$ cat src/rtl/usrd_pkg.sv
// Package for the USB standard request decoder: transaction structs, request and
// descriptor codes, reply kinds and configuration register indexes.
// No dependencies.
package usrd_pkg;

    localparam int STRING_COUNT      = 4;
    localparam int MAX_CONFIGURATION = 1;

    localparam int CFG_INDEX_W = 3;
    localparam int CFG_DATA_W  = 32;

    localparam logic [CFG_INDEX_W-1:0] CFG_HIGH_SPEED        = 3'd0;
    localparam logic [CFG_INDEX_W-1:0] CFG_DEVICE_DESC_LEN   = 3'd1;
    localparam logic [CFG_INDEX_W-1:0] CFG_QUALIFIER_DESC_LEN = 3'd2;
    localparam logic [CFG_INDEX_W-1:0] CFG_HS_CONFIG_LEN     = 3'd3;
    localparam logic [CFG_INDEX_W-1:0] CFG_FS_CONFIG_LEN     = 3'd4;
    localparam logic [CFG_INDEX_W-1:0] CFG_STRING_LENGTHS    = 3'd5;

    localparam logic [7:0] DEVICE_DESC_LEN_RESET    = 8'd18;
    localparam logic [7:0] QUALIFIER_DESC_LEN_RESET = 8'd10;

    localparam logic [7:0] RQ_GET_DESCRIPTOR    = 8'd6;
    localparam logic [7:0] RQ_GET_CONFIGURATION = 8'd8;
    localparam logic [7:0] RQ_SET_CONFIGURATION = 8'd9;
    localparam logic [7:0] RQ_GET_INTERFACE     = 8'd10;
    localparam logic [7:0] RQ_SET_INTERFACE     = 8'd11;

    localparam logic [7:0] DT_DEVICE      = 8'd1;
    localparam logic [7:0] DT_CONFIG      = 8'd2;
    localparam logic [7:0] DT_STRING      = 8'd3;
    localparam logic [7:0] DT_QUALIFIER   = 8'd6;
    localparam logic [7:0] DT_OTHER_SPEED = 8'd7;

    localparam logic [1:0] TYPE_STANDARD    = 2'd0;
    localparam logic [4:0] RECIP_DEVICE     = 5'd0;
    localparam logic [4:0] RECIP_INTERFACE  = 5'd1;

    localparam logic [2:0] KIND_NONE      = 3'd0;
    localparam logic [2:0] KIND_DEVICE    = 3'd1;
    localparam logic [2:0] KIND_QUALIFIER = 3'd2;
    localparam logic [2:0] KIND_CONFIG    = 3'd3;
    localparam logic [2:0] KIND_OTHER     = 3'd4;
    localparam logic [2:0] KIND_STRING    = 3'd5;
    localparam logic [2:0] KIND_BYTE      = 3'd6;

    typedef struct packed {
        logic [7:0]  request_type;
        logic [7:0]  request_code;
        logic [15:0] request_value;
        logic [15:0] request_index;
        logic [15:0] request_length;
    } request_t;

    typedef struct packed {
        logic        stall_res;
        logic [2:0]  reply_kind;
        logic        reply_from_high_set;
        logic [1:0]  string_number;
        logic [15:0] reply_length;
        logic [7:0]  reply_byte;
        logic        endpoint_reconfigure;
        logic        endpoint_enable;
        logic        endpoint_high_speed;
    } result_t;

    typedef struct packed {
        logic        high_speed;
        logic [7:0]  device_desc_length;
        logic [7:0]  qualifier_desc_length;
        logic [15:0] hs_config_total_length;
        logic [15:0] fs_config_total_length;
        logic [31:0] string_lengths;
    } cfg_t;

    typedef struct packed {
        logic       write;
        logic [7:0] value;
    } config_update_t;

endpackage

$ cat src/rtl/usb_standard_request_decoder_unit.sv
// USB standard request decoder, top level: request register, decode, result register.
// An accepted request transaction is held in the request register, decoded and then
// registered in the result register. Throughput: one transaction per cycle while the
// consumer takes results; the result register decouples a stalled consumer. Reset clears
// both valid flags and the current configuration and loads the configuration registers
// with their reset values. Depends on usrd_pkg, usrd_cfg_regs and usrd_decode.
module usb_standard_request_decoder_unit (
    input  logic                              clk,
    input  logic                              rst_n,
    input  logic                              req_valid,
    output logic                              req_ready,
    input  usrd_pkg::request_t                req,
    output logic                              rsp_valid,
    input  logic                              rsp_ready,
    output usrd_pkg::result_t                 rsp,
    input  logic                              cfg_valid,
    output logic                              cfg_ready,
    input  logic [usrd_pkg::CFG_INDEX_W-1:0]  cfg_index,
    input  logic [usrd_pkg::CFG_DATA_W-1:0]   cfg_data
);
    import usrd_pkg::*;

    cfg_t           cfg;
    request_t       req_reg;
    logic           req_valid_reg;
    logic           req_valid_next;
    result_t        rsp_reg;
    logic           rsp_valid_reg;
    logic           rsp_valid_next;
    result_t        dec_rsp;
    config_update_t dec_upd;
    logic [7:0]     cur_config_reg;
    logic           advance;
    logic           accept;

    assign cfg_ready = 1'b1;

    usrd_cfg_regs u_cfg_regs (
        .clk      (clk),
        .rst_n    (rst_n),
        .wr_en    (cfg_valid),
        .wr_index (cfg_index),
        .wr_data  (cfg_data),
        .cfg      (cfg)
    );

    usrd_decode u_decode (
        .req                   (req_reg),
        .cfg                   (cfg),
        .current_configuration (cur_config_reg),
        .rsp                   (dec_rsp),
        .upd                   (dec_upd)
    );

    assign advance   = req_valid_reg && (!rsp_valid_reg || rsp_ready);
    assign req_ready = !req_valid_reg || advance;
    assign accept    = req_valid && req_ready;

    assign req_valid_next = accept || (req_valid_reg && !advance);
    assign rsp_valid_next = advance || (rsp_valid_reg && !rsp_ready);

    always_ff @(posedge clk or negedge rst_n)
    begin
        if (!rst_n)
        begin
            req_valid_reg  <= 1'b0;
            rsp_valid_reg  <= 1'b0;
            cur_config_reg <= '0;
        end
        else
        begin
            req_valid_reg <= req_valid_next;
            rsp_valid_reg <= rsp_valid_next;
            if (advance && dec_upd.write)
            begin
                cur_config_reg <= dec_upd.value;
            end
        end
    end

    always_ff @(posedge clk)
    begin
        if (accept)
        begin
            req_reg <= req;
        end
        if (advance)
        begin
            rsp_reg <= dec_rsp;
        end
    end

    assign rsp_valid = rsp_valid_reg;
    assign rsp       = rsp_reg;

    a_stall_clean: assert property (@(posedge clk) disable iff (!rst_n)
        (rsp_valid_reg && rsp_reg.stall_res) |->
            (rsp_reg.reply_kind == KIND_NONE && rsp_reg.reply_length == 16'd0 &&
             !rsp_reg.endpoint_reconfigure))
        else $error("Stalled result carries reply fields.");

    a_ep_hs_needs_enable: assert property (@(posedge clk) disable iff (!rst_n)
        (rsp_valid_reg && rsp_reg.endpoint_high_speed) |-> rsp_reg.endpoint_enable)
        else $error("Endpoint high speed set without endpoint enable.");

    a_config_update: assert property (@(posedge clk) disable iff (!rst_n)
        (advance && dec_upd.write) |=> (cur_config_reg == $past(req_reg.request_value[7:0])))
        else $error("Current configuration not updated by set configuration.");

    a_config_range: assert property (@(posedge clk) disable iff (!rst_n)
        cur_config_reg <= 8'(MAX_CONFIGURATION))
        else $error("Current configuration above the supported maximum.");

    a_request_held: assert property (@(posedge clk) disable iff (!rst_n)
        (req_valid_reg && !advance) |=> (req_valid_reg && $stable(req_reg)))
        else $error("Pending request lost while the result register was full.");

endmodule

$ cat src/rtl/usrd_cfg_regs.sv
// Configuration register file of the USB standard request decoder.
// Depends on usrd_pkg.
module usrd_cfg_regs (
    input  logic                              clk,
    input  logic                              rst_n,
    input  logic                              wr_en,
    input  logic [usrd_pkg::CFG_INDEX_W-1:0]  wr_index,
    input  logic [usrd_pkg::CFG_DATA_W-1:0]   wr_data,
    output usrd_pkg::cfg_t                    cfg
);
    import usrd_pkg::*;

    cfg_t cfg_reg;

    always_ff @(posedge clk or negedge rst_n)
    begin
        if (!rst_n)
        begin
            cfg_reg.high_speed             <= 1'b0;
            cfg_reg.device_desc_length     <= DEVICE_DESC_LEN_RESET;
            cfg_reg.qualifier_desc_length  <= QUALIFIER_DESC_LEN_RESET;
            cfg_reg.hs_config_total_length <= '0;
            cfg_reg.fs_config_total_length <= '0;
            cfg_reg.string_lengths         <= '0;
        end
        else if (wr_en)
        begin
            unique case (wr_index)
                CFG_HIGH_SPEED:         cfg_reg.high_speed             <= wr_data[0];
                CFG_DEVICE_DESC_LEN:    cfg_reg.device_desc_length     <= wr_data[7:0];
                CFG_QUALIFIER_DESC_LEN: cfg_reg.qualifier_desc_length  <= wr_data[7:0];
                CFG_HS_CONFIG_LEN:      cfg_reg.hs_config_total_length <= wr_data[15:0];
                CFG_FS_CONFIG_LEN:      cfg_reg.fs_config_total_length <= wr_data[15:0];
                CFG_STRING_LENGTHS:     cfg_reg.string_lengths         <= wr_data[31:0];
                default:                ;
            endcase
        end
    end

    assign cfg = cfg_reg;

endmodule

$ cat src/rtl/usrd_decode.sv
// Combinational decode of one setup request into its control reply and the
// configuration update it causes. Depends on usrd_pkg.
module usrd_decode (
    input  usrd_pkg::request_t        req,
    input  usrd_pkg::cfg_t            cfg,
    input  logic [7:0]                current_configuration,
    output usrd_pkg::result_t         rsp,
    output usrd_pkg::config_update_t  upd
);
    import usrd_pkg::*;

    logic [4:0]  recip;
    logic [7:0]  dtype;
    logic [7:0]  low_value;
    logic [15:0] desc_len;
    logic        ok;
    result_t     res;
    config_update_t upd_raw;

    assign recip     = req.request_type[4:0];
    assign dtype     = req.request_value[15:8];
    assign low_value = req.request_value[7:0];

    always_comb
    begin
        res      = '0;
        upd_raw  = '0;
        ok       = 1'b0;
        desc_len = '0;
        if (req.request_type[6:5] == TYPE_STANDARD)
        begin
            unique case (req.request_code)
                RQ_GET_DESCRIPTOR:
                begin
                    if (recip == RECIP_DEVICE)
                    begin
                        ok = 1'b1;
                        unique case (dtype)
                            DT_DEVICE:
                            begin
                                res.reply_kind          = KIND_DEVICE;
                                res.reply_from_high_set = cfg.high_speed;
                                desc_len = {8'd0, cfg.device_desc_length};
                            end
                            DT_QUALIFIER:
                            begin
                                res.reply_kind          = KIND_QUALIFIER;
                                res.reply_from_high_set = cfg.high_speed;
                                desc_len = {8'd0, cfg.qualifier_desc_length};
                            end
                            DT_CONFIG:
                            begin
                                res.reply_kind          = KIND_CONFIG;
                                res.reply_from_high_set = cfg.high_speed;
                                desc_len = cfg.high_speed ? cfg.hs_config_total_length
                                                          : cfg.fs_config_total_length;
                            end
                            DT_OTHER_SPEED:
                            begin
                                res.reply_kind          = KIND_OTHER;
                                res.reply_from_high_set = !cfg.high_speed;
                                desc_len = cfg.high_speed ? cfg.fs_config_total_length
                                                          : cfg.hs_config_total_length;
                            end
                            DT_STRING:
                            begin
                                if (low_value < 8'(STRING_COUNT))
                                begin
                                    res.reply_kind    = KIND_STRING;
                                    res.string_number = low_value[1:0];
                                    desc_len = {8'd0,
                                        cfg.string_lengths[{low_value[1:0], 3'b000} +: 8]};
                                end
                                else
                                begin
                                    ok = 1'b0;
                                end
                            end
                            default: ok = 1'b0;
                        endcase
                        res.reply_length = (req.request_length < desc_len)
                                         ? req.request_length : desc_len;
                    end
                end
                RQ_GET_CONFIGURATION:
                begin
                    if (recip == RECIP_DEVICE)
                    begin
                        ok               = 1'b1;
                        res.reply_kind   = KIND_BYTE;
                        res.reply_length = 16'd1;
                        res.reply_byte   = current_configuration;
                    end
                end
                RQ_SET_CONFIGURATION:
                begin
                    if (recip == RECIP_DEVICE &&
                        req.request_value <= 16'(MAX_CONFIGURATION))
                    begin
                        ok                       = 1'b1;
                        upd_raw.write            = 1'b1;
                        upd_raw.value            = low_value;
                        res.endpoint_reconfigure = 1'b1;
                        res.endpoint_enable      = (low_value != 8'd0);
                        res.endpoint_high_speed  = (low_value != 8'd0) && cfg.high_speed;
                    end
                end
                RQ_GET_INTERFACE:
                begin
                    if (recip == RECIP_INTERFACE)
                    begin
                        ok               = 1'b1;
                        res.reply_kind   = KIND_BYTE;
                        res.reply_length = 16'd1;
                    end
                end
                RQ_SET_INTERFACE:
                begin
                    ok = (recip == RECIP_INTERFACE) &&
                         (req.request_index[7:0] == 8'd0) && (low_value == 8'd0);
                end
                default: ok = 1'b0;
            endcase
        end
        if (!ok)
        begin
            res           = '0;
            res.stall_res = 1'b1;
            upd_raw       = '0;
        end
    end

    assign rsp = res;
    assign upd = upd_raw;

endmodule

$ cat config.mk
export PLATFORM = sky130hd
export DESIGN_NAME = usb_standard_request_decoder_unit
export DESIGN_NICKNAME = d
export VERILOG_FILES = /design/src/rtl/usrd_pkg.sv /design/src/rtl/usb_standard_request_decoder_unit.sv /design/src/rtl/usrd_cfg_regs.sv /design/src/rtl/usrd_decode.sv
export SDC_FILE = /design/constraint.sdc
export NUM_CORES = 1
export LEC_CHECK = 0
export ABC_AREA = 1
export BUFFER_PORTS_ARGS = -buffer_cell sky130_fd_sc_hd__buf_2
export CELL_PAD_IN_SITES_DETAIL_PLACEMENT = 1
export CELL_PAD_IN_SITES_GLOBAL_PLACEMENT = 2
export CORE_MARGIN = 2
export CORE_UTILIZATION = 30
export CTS_BUF_LIST = sky130_fd_sc_hd__clkbuf_8
export DETAILED_ROUTE_END_ITERATION = 10
export PLACE_DENSITY = 0.76
export SLEW_MARGIN = 10
export SYNTH_ARGS = -nofsm -noshare
export SYNTH_HDL_FRONTEND = slang
export SYNTH_SLANG_ARGS = --single-unit
export TNS_END_PERCENT = 100
$ cat constraint.sdc
create_clock -name clk -period 3.9 [get_ports clk]
set_clock_uncertainty 0.2 [all_clocks]
set_input_delay 0.585 -clock clk [delete_from_list [all_inputs] [get_ports clk]]
set_output_delay 0.585 -clock clk [all_outputs]
set_load 0.01 [all_outputs]
After elaboration in Yosys (flattened, before gate mapping):

Index checks and enable logic that the tools add are counted.

* magnitude comparators: 3
* eq/ne operators: 16
* shift-type cells: 1
* multiplexer cells: 38
* reductions and logical operators: 38

Operators with widths (count)
* $mux 16: 6
* $pmux 16 s5: 1
* $pmux 16 s3: 1
* $mux 9: 5
* $mux 34: 1
* $mux 33: 1
* $eq 8x4->1 const B: 4
* $shiftx 32x6->8: 1
* $eq 8x3->1 const B: 3
* $mux 22: 1
* $mux 3: 6
* $eq 8x2->1 const B: 2
* $le 16x1->1 const B: 1
* $logic_not 8->1: 2
* $lt 16x16->1: 1
* $mux 8: 2
* $pmux 3 s5: 1
* $reduce_and 2->1: 7
* $reduce_and 4->1: 3
* $logic_and 1x1->1: 9
* $pmux 3 s3: 1
* $eq 8x1->1 const B: 1
* $lt 8x3->1 const B: 1
* $reduce_bool 8->1: 1
* 17 further kinds: 34

* register bits after elaboration: 180
* bits of input ports: 104
* output and inout port bits: 37
* logic and storage cells: 119

Logic depth before layout (Yosys ltp):

Gate-level depths: netlist of the first run.

* depth after elaboration: 12
* gate-level depth with buffers: 23
* gate-level depth less buffers: 22

Hierarchy:

From an unflattened synthesis of the first run, not the netlist that was laid out.

* cells, all modules: 873
* area, all modules: 8708.4 um^2

Modules (own cells, without submodules)
* usb_standard_request_decoder_unit: instances 1, cells an instance 147, area an instance 3400.8 um^2
* usrd_cfg_regs: instances 1, cells an instance 359, area an instance 3148.0 um^2
* usrd_decode: instances 1, cells an instance 367, area an instance 2159.6 um^2

Worst setup path after synthesis of the first run:

OpenSTA, ideal clock, no wires.

* kind: reg2reg
* start: register req_reg[46] (netlist name)
* end: register rsp_reg (netlist bit rsp[14]), data pin
* setup time: 269 ps
* arrival: 2956 ps
* data required time: 3431 ps
* setup slack: 475 ps
* stages on the path, launching flop included: 20
* buffers on the path: 2
* cell sequence: edfxtp_1 -> inv_2 -> nand2_2 -> nor2_4 -> buf_4 -> nand2_1 -> nor2_1 -> a22oi_1 -> nand2_1 -> inv_1 -> ha_1 -> nand2_1 -> inv_1 -> nand3_1 -> a31oi_1 -> a2111oi_0 -> nand2_2 -> buf_4 -> nor2_1 -> a211oi_2

* word-level cells in the longest chain between the ends: 9

RTL lines
* start, declared: RTL line usb_standard_request_decoder_unit.sv:24 `request_t req_reg;`
* start signal, assigned: RTL line usb_standard_request_decoder_unit.sv:85 `req_reg <= req;`
* $eq 8x2->1 (tied with other cells): RTL line usrd_decode.sv:38 `unique case (dtype)`
* $pmux 16 s5: RTL line usrd_decode.sv:38
* $mux 16: RTL line usrd_decode.sv:35 `if (recip == RECIP_DEVICE)`
* $mux 16: RTL line usrd_decode.sv:32 `unique case (req.request_code)`
* $mux 16: RTL line usrd_decode.sv:30 `if (req.request_type[6:5] == TYPE_STANDARD)`
* $lt 16x16->1: RTL line usrd_decode.sv:81 `res.reply_length = (req.request_length < desc_len)`
* $mux 16: RTL line usrd_decode.sv:82 `? req.request_length : desc_len;`
* $mux 22: RTL line usrd_decode.sv:35
* $pmux 16 s3: RTL line usrd_decode.sv:32
* end signal, assigned: RTL line usb_standard_request_decoder_unit.sv:89 `rsp_reg <= dec_rsp;`
* end, declared: RTL line usb_standard_request_decoder_unit.sv:27 `result_t rsp_reg;`

Parallel ways exist; a longest one is shown, timed or not. The select of a mux whose other input is x is not followed.
A chain may end at the register's enable or synchronous reset.

Worst setup path in the final report of the first run:

* start: register req_reg[40] (netlist name)
* end: register rsp_reg (netlist bit rsp[12]), data pin

Same word-level chain as after synthesis.

==> results of run 1 <==
## Yosys cell counts, types with 2 or more instances
master	number
edfxtp_1	89
dfstp_2	4
nor2_4	7
a211oi_2	14
clkbuf_1	14
buf_2	2
nand4_1	3
nor4_1	4
a31oi_1	3
o21ai_0	74
nor2_1	79
buf_6	4
nand3_1	41
a221oi_1	6
ha_1	15
nor2_2	2
mux2_2	14
inv_1	66
buf_4	4
nand2_1	137
dfrtp_1	87
nand2_2	7
inv_2	9
a211oi_1	7
a21oi_1	12
nor3_1	3
a22oi_1	16
o21ai_2	2
## per-stage QoR
step | power, mW | area, um^2 | hold WS (ns) | std cells | utilization [%]
after global routing | 4.31 | 9460 | 0.0490 | 1237 | 36.3
after floorplan | 2.65 | 7960 | 0.0894 | 742 | -
final | 4.10 | 9460 | 0.0346 | 1237 | 36.3
after global placement | 2.85 | 9080 | 0.267 | 1205 | 34.8
after CTS | 4.16 | 9460 | 0.0494 | 1237 | 36.3
after detailed placement | 2.87 | 9080 | 0.273 | 1205 | 34.8
## repair_timing
action	in CTS	in global routing
resized for setup	0	1
setup buffers	0	0
endpoints found under the setup margin	0	14
## path summary, 6_finish.rpt
| path | to | slack [ns] | cells past startpoint |
|---|---|---|---|
| max reg2reg | rsp[12]$_SDFFCE_PN0P_ | 0.34 | 19 |
| min reg2reg | u_cfg_regs.cfg[72]$_DFFE_PN0P_ | 0.29 | 2 |
| min in group clk | req_reg[13]$_DFFE_PP_ | 0.08 | 1 |
| max | rsp[12]$_SDFFCE_PN0P_ | 0.34 | 19 |
| max in group asynchronous | u_cfg_regs.cfg[73]$_DFFE_PN1P_ | 2.66 | 2 |
| min | u_cfg_regs.cfg[22]$_DFFE_PN0P_ | 0.03 | 1 |
## kinds of logic (layout without fill, tap and decap cells)
group,after synthesis,after routing,share of synthesized area (%)
AOI/OAI and AO/OA,139,139,11.4
adders and majority gates,15,15,2.36
buffers and inverters,101,261,5.39
DFF,180,180,62.2
muxes,14,14,1.98
other,1,1,0.0471
and+or+nand+nor,292,292,16.6
## worst register-to-register path, cell delays in order (launching register included)
cell and delay, ns:
edfxtp_1 0.44, inv_1 0.12, nand2_2 0.08, nor2_1 0.19, nand2_2 0.16, nor2_4 0.25, inv_1 0.09, o21ai_2 0.18
a211oi_1 0.14, buf_4 0.18, ha_1 0.28, a21oi_1 0.15, nor2_1 0.06, a211oi_1 0.20, nand2_1 0.10, nand2_2 0.07
nand2_2 0.07, buf_12 0.17, nor2_1 0.13, a211oi_2 0.05
## cell usage in the layout (no fill, tap or decap), types with 7 or more instances in the layout
cell type and instances:
edfxtp_1 89, a211oi_1 7, inv_1 66, nor2_4 7, a21oi_1 12, buf_4 23
mux2_2 14, a22oi_1 16, dfrtp_1 87, nand2_2 7, a211oi_2 14, clkbuf_8 19
o21ai_0 74, ha_1 15, buf_2 129, nand2_1 137, nor2_1 79, nand3_1 41
inv_2 10
## metal layers
| layer | part of all wire, % | vias to the layer above |
|---|---|---|
| met4 | 0.42 | 0 |
| met2 | 47 | 107 |
| met3 | 3.7 | 4 |
| li1 | - | 2830 |
| met5 | 0 | - |
| met1 | 49 | 2784 |
## where the power goes
part / leakage, nW / switching, mW / internal, mW
sequential: 1.95 / 0.140 / 2.23
combinational: 2.03 / 0.265 / 0.184
clock: 0.197 / 0.728 / 0.551
## area by class of cell
class	count	area share [%]
inverters	76	3.04
multi-input cells	461	27.2
clock inverters	13	1.30
well taps	335	4.43
clock buffers	19	2.76
repair buffers	153	8.86
flip-flops and latches	180	52.4
==> metrics.cfg, run 1 <==
[status]
outcome=completed

[final_layout]
drive_above_1_share_pct=27.9
seqCellArea_um2=4950
multi_input_area_um2=2580
layout.nets=1008
area_growth_pct=18.9
num_antenna_cells=0
largest_reg_flops=81
fill_cells=2902

[floorplanning]
io_pins=141
rows=59
die_h_um=167
start_util_pct=30.5
die-area_um2=27900
core_area_um2=26100
die_w_um=167

[drt]
via_count=5725
wl_per_cell_um=16.4
routed_wl_um=20300
viasPerCell=4.63
first_iter_violations=288
drt.antenna.violating_nets=0
drcViolationCount=0
first_pass_iters=4

[worst_setup_path]
r2r_start=req_reg[40]$_DFFE_PP_
slowest_stage=edfxtp_1
crit_path_max_incr_delay_ns=0.44
path_class=flip-flop to flip-flop
startpoint=req_reg[40]$_DFFE_PP_
start_kind=flip-flop
crit_chain=inv_1 > nand2_2 > nor2_1 > nand2_2 > nor2_4 > inv_1 > o21ai_2 > a211oi_1 > buf_4 > ha_1 > a21oi_1 > nor2_1 > a211oi_1 > nand2_1 > nand2_2 > nand2_2 > buf_12 > nor2_1 > a211oi_2
endpoint_kind=flip-flop
crit_top_cell=nand2_2
crit_family=simple AND/OR/NAND/NOR gates
critPathMaxFanout=24
arrival_ns=3.57
critPathBufInv=4
critPathRequiredTime_ns=3.92

[logic_synthesis]
synth_ff_type=edfxtp_1
yosys_warnings=0
synth.avg_cell_area_um2=10.7
synth_area_leader_cell=edfxtp_1
synth_edf_count=89
netlist_area_um2=7960
syn_inst=742
synth_seq_cells=180
synthTopCellsByArea=edfxtp_1, dfrtp_1, nand2_1
syn-num-nets=861
yosysSeqAreaShare_pct=62.2
synth.distinct_cells=45
async_reset_ff_share_pct=50.6
synth_top_area_share_pct=33.6

[placed_design]
place.gp.congestion=0.719
dpl.hpwl_um=14900
pre_cts_ws_ns=0.305
port_buffers=130

[global_route]
busiest_layer=met2
met2_usage_pct=24.2
grt.total_usage_pct=15.1
grt_pass1_vias=5987
use_met3_pct=2.88
grt_pass1_wl_um=32900
grt_max_degree=70
antenna_found_initial=0
grt_overflow=0
met1_usage_pct=21.1

[cts]
clkLatencyLatePin_ns=0.47
cts_root_buffer=clkbuf_8
cts_tree=built
cts_made_buffers=17
cts.sinks=180
h-tree-depth=4
hold_buffers=0
cts.clk_slew.worst_paths_ns=0.10
clockBufferDepth=2

[timing]
hold_violations=0
finalSetupViolCount=0
fmax_mhz=281
finalSetupTns_ns=0
setup_slack_ns=0.344
slew_violations=0
fin_crit_sh_pct=91.2
final.min_clock_period_ns=3.56
rsz0062_at_grt=no
worstMarginPinSlew_ns=1.04
relSlewSlack_pct=30.3

[power]
power.density_nw_per_um2=434
p_leak_nw=4.17
max-vdd-ir-drop_mv=0.196

[hold_path]
min_path_type=input port to asynchronous set/reset pin

[job]
cap_violations=0

No activity file was read; power rests on OpenSTA's default activity.
==> inputs of run 2 (changes only) <==
Settings changed: RECOVER_POWER set to 25.
==> metrics.cfg, run 2 (synthesized netlist as in run 1, its figures left out) <==
[status]
outcome=complete, but fails checks
violations=capacitance limit, slew limit

[global_route]
grt_overflow=0
grt_pass1_wl_um=32900
grt_max_degree=70
grt_pass1_vias=5987
grt.total_usage_pct=15.1
antenna_found_initial=0

[timing]
hold_violations=0
final.min_clock_period_ns=3.56
slew_violations=70
rsz0062_at_grt=no
finalSetupTns_ns=0
relSlewSlack_pct=-20.1
fin_crit_sh_pct=91.2
finalSetupViolCount=0
fmax_mhz=281
worstMarginPinSlew_ns=1.80

[worst_setup_path]
startpoint=req_reg[40]$_DFFE_PP_
crit_family=simple AND/OR/NAND/NOR gates
critPathMaxFanout=24
crit_path_max_incr_delay_ns=0.44
r2r_end=rsp[12]$_SDFFCE_PN0P_
crit_top_cell=nand2_2
path_class=flip-flop to flip-flop
cp.depth=19
crit_chain=inv_1 > nand2_2 > nor2_1 > nand2_2 > nor2_4 > inv_1 > o21ai_2 > a211oi_1 > buf_4 > ha_1 > a21oi_1 > nor2_1 > a211oi_1 > nand2_1 > nand2_2 > nand2_2 > buf_12 > nor2_1 > a211oi_2
rrSetupSlack_ns=0.34
start_kind=flip-flop
critPathBufInv=4
critPathRequiredTime_ns=3.92
worstRegToRegCells=19
endpoint_kind=flip-flop
critPathCapture=rsp[12]$_SDFFCE_PN0P_
slowest_stage=edfxtp_1
arrival_ns=3.57
r2r_start=req_reg[40]$_DFFE_PP_

[final_layout]
final_common_cell=nand2_1
fin_util_pct=36.3
area_growth_pct=18.8
seqCellArea_um2=4950
layout.nets=1008
largest_reg_flops=81
fin_area_um2=9460
drive_above_1_share_pct=27.8
num_antenna_cells=0
fill_cells=2904
most-common-layout-cells=nand2_1, buf_2, edfxtp_1, dfrtp_1, nor2_1
multi_input_area_um2=2580

[power]
intPower_mw=2.97
p_leak_nw=4.17
seq_power_share_pct=57.9
power.density_nw_per_um2=434
switchingPower_mw=1.13
max-vdd-ir-drop_mv=0.196
comb_power_share_pct=10.9
switching_share_pct=27.6
clkPwrFrac_pct=31.2

[floorplanning]
die_h_um=167
start_util_pct=30.5
io_pins=141
die_w_um=167
rows=59
core_area_um2=26100
die-area_um2=27900

[hold_path]
min_path_type=input port to flip-flop

[placed_design]
postPlaceCellArea_um2=9080
dpl.hpwl_um=14900
port_buffers=130
place.gp.congestion=0.719

[cts]
hold_buffers=0
cts.sinks=180
cts_tree=built
cts.clk_slew.worst_paths_ns=0.10
clockBufferDepth=2
clkLatencyLatePin_ns=0.47
h-tree-depth=4
cts_root_buffer=clkbuf_8
cts_made_buffers=17

[drt]
drt.antenna.violating_nets=0
via_count=5725
viasPerCell=4.63
routed_wl_um=20300
first_pass_iters=4
first_iter_violations=288
drcViolationCount=0
wl_per_cell_um=16.4

[job]
cap_violations=1

run 2: timing repair:
item | 4_1_cts | 5_1_grt
setup buffers | 0 | 0
gates resized for setup | 0 | 1
endpoints found under the setup margin | 0 | 14
run 2: final cells by class:
cell class / count / area share, %
Tap cell: 335 / 4.43
Multi-Input combinational cell: 461 / 27.3
Clock buffer: 19 / 2.76
Clock inverter: 13 / 1.30
Inverter: 76 / 3.04
Sequential cell: 180 / 52.4
Timing Repair Buffer: 153 / 8.82
run 2: per-stage QoR:
stage	power (mW)	instances	setup slack (ns)	hold WS, ns
global placement	2.85	1205	0.298	0.267
floorplan	2.65	742	0.475	0.0894
detailed placement	2.87	1205	0.305	0.273
CTS	4.16	1237	0.262	0.0494
global route	4.31	1237	0.0847	0.0490
finish	4.10	1237	0.344	0.0810
run 2: metal layers:
metal,part of all wire [%],GRT usage [%],vias to the layer above
li1,-,-,2830
met1,49,21.1,2784
met2,47,24.2,107
met3,3.7,2.88,4
met4,0.42,3.52,0
met5,0,0,-
run 2: worst min-delay path by stage:
stage	from	to	slack (ns)	cells after the start
after CTS	req[13]	req_reg[13]$_DFFE_PP_	0.05	1
after global routing	req[34]	req_reg[34]$_DFFE_PP_	0.05	1
after floorplan	rst_n	cur_config_reg[0]$_DFFE_PN0P_	0.09	0
after global placement	u_cfg_regs.cfg[71]$_DFFE_PN0P_	u_cfg_regs.cfg[71]$_DFFE_PN0P_	0.27	2
final	req[13]	req_reg[13]$_DFFE_PP_	0.08	1
after detailed placement	u_cfg_regs.cfg[71]$_DFFE_PN0P_	u_cfg_regs.cfg[71]$_DFFE_PN0P_	0.27	2
run 2: power by group through the flow:
stage	registers (mW)	logic (mW)	clock network, mW
2_1_floorplan	2.38	0.276	0
3_3_place_gp	2.41	0.439	0
3_5_place_dp	2.42	0.458	0
4_1_cts	2.38	0.459	1.32
5_1_grt	2.41	0.520	1.39
6_report	2.37	0.448	1.28
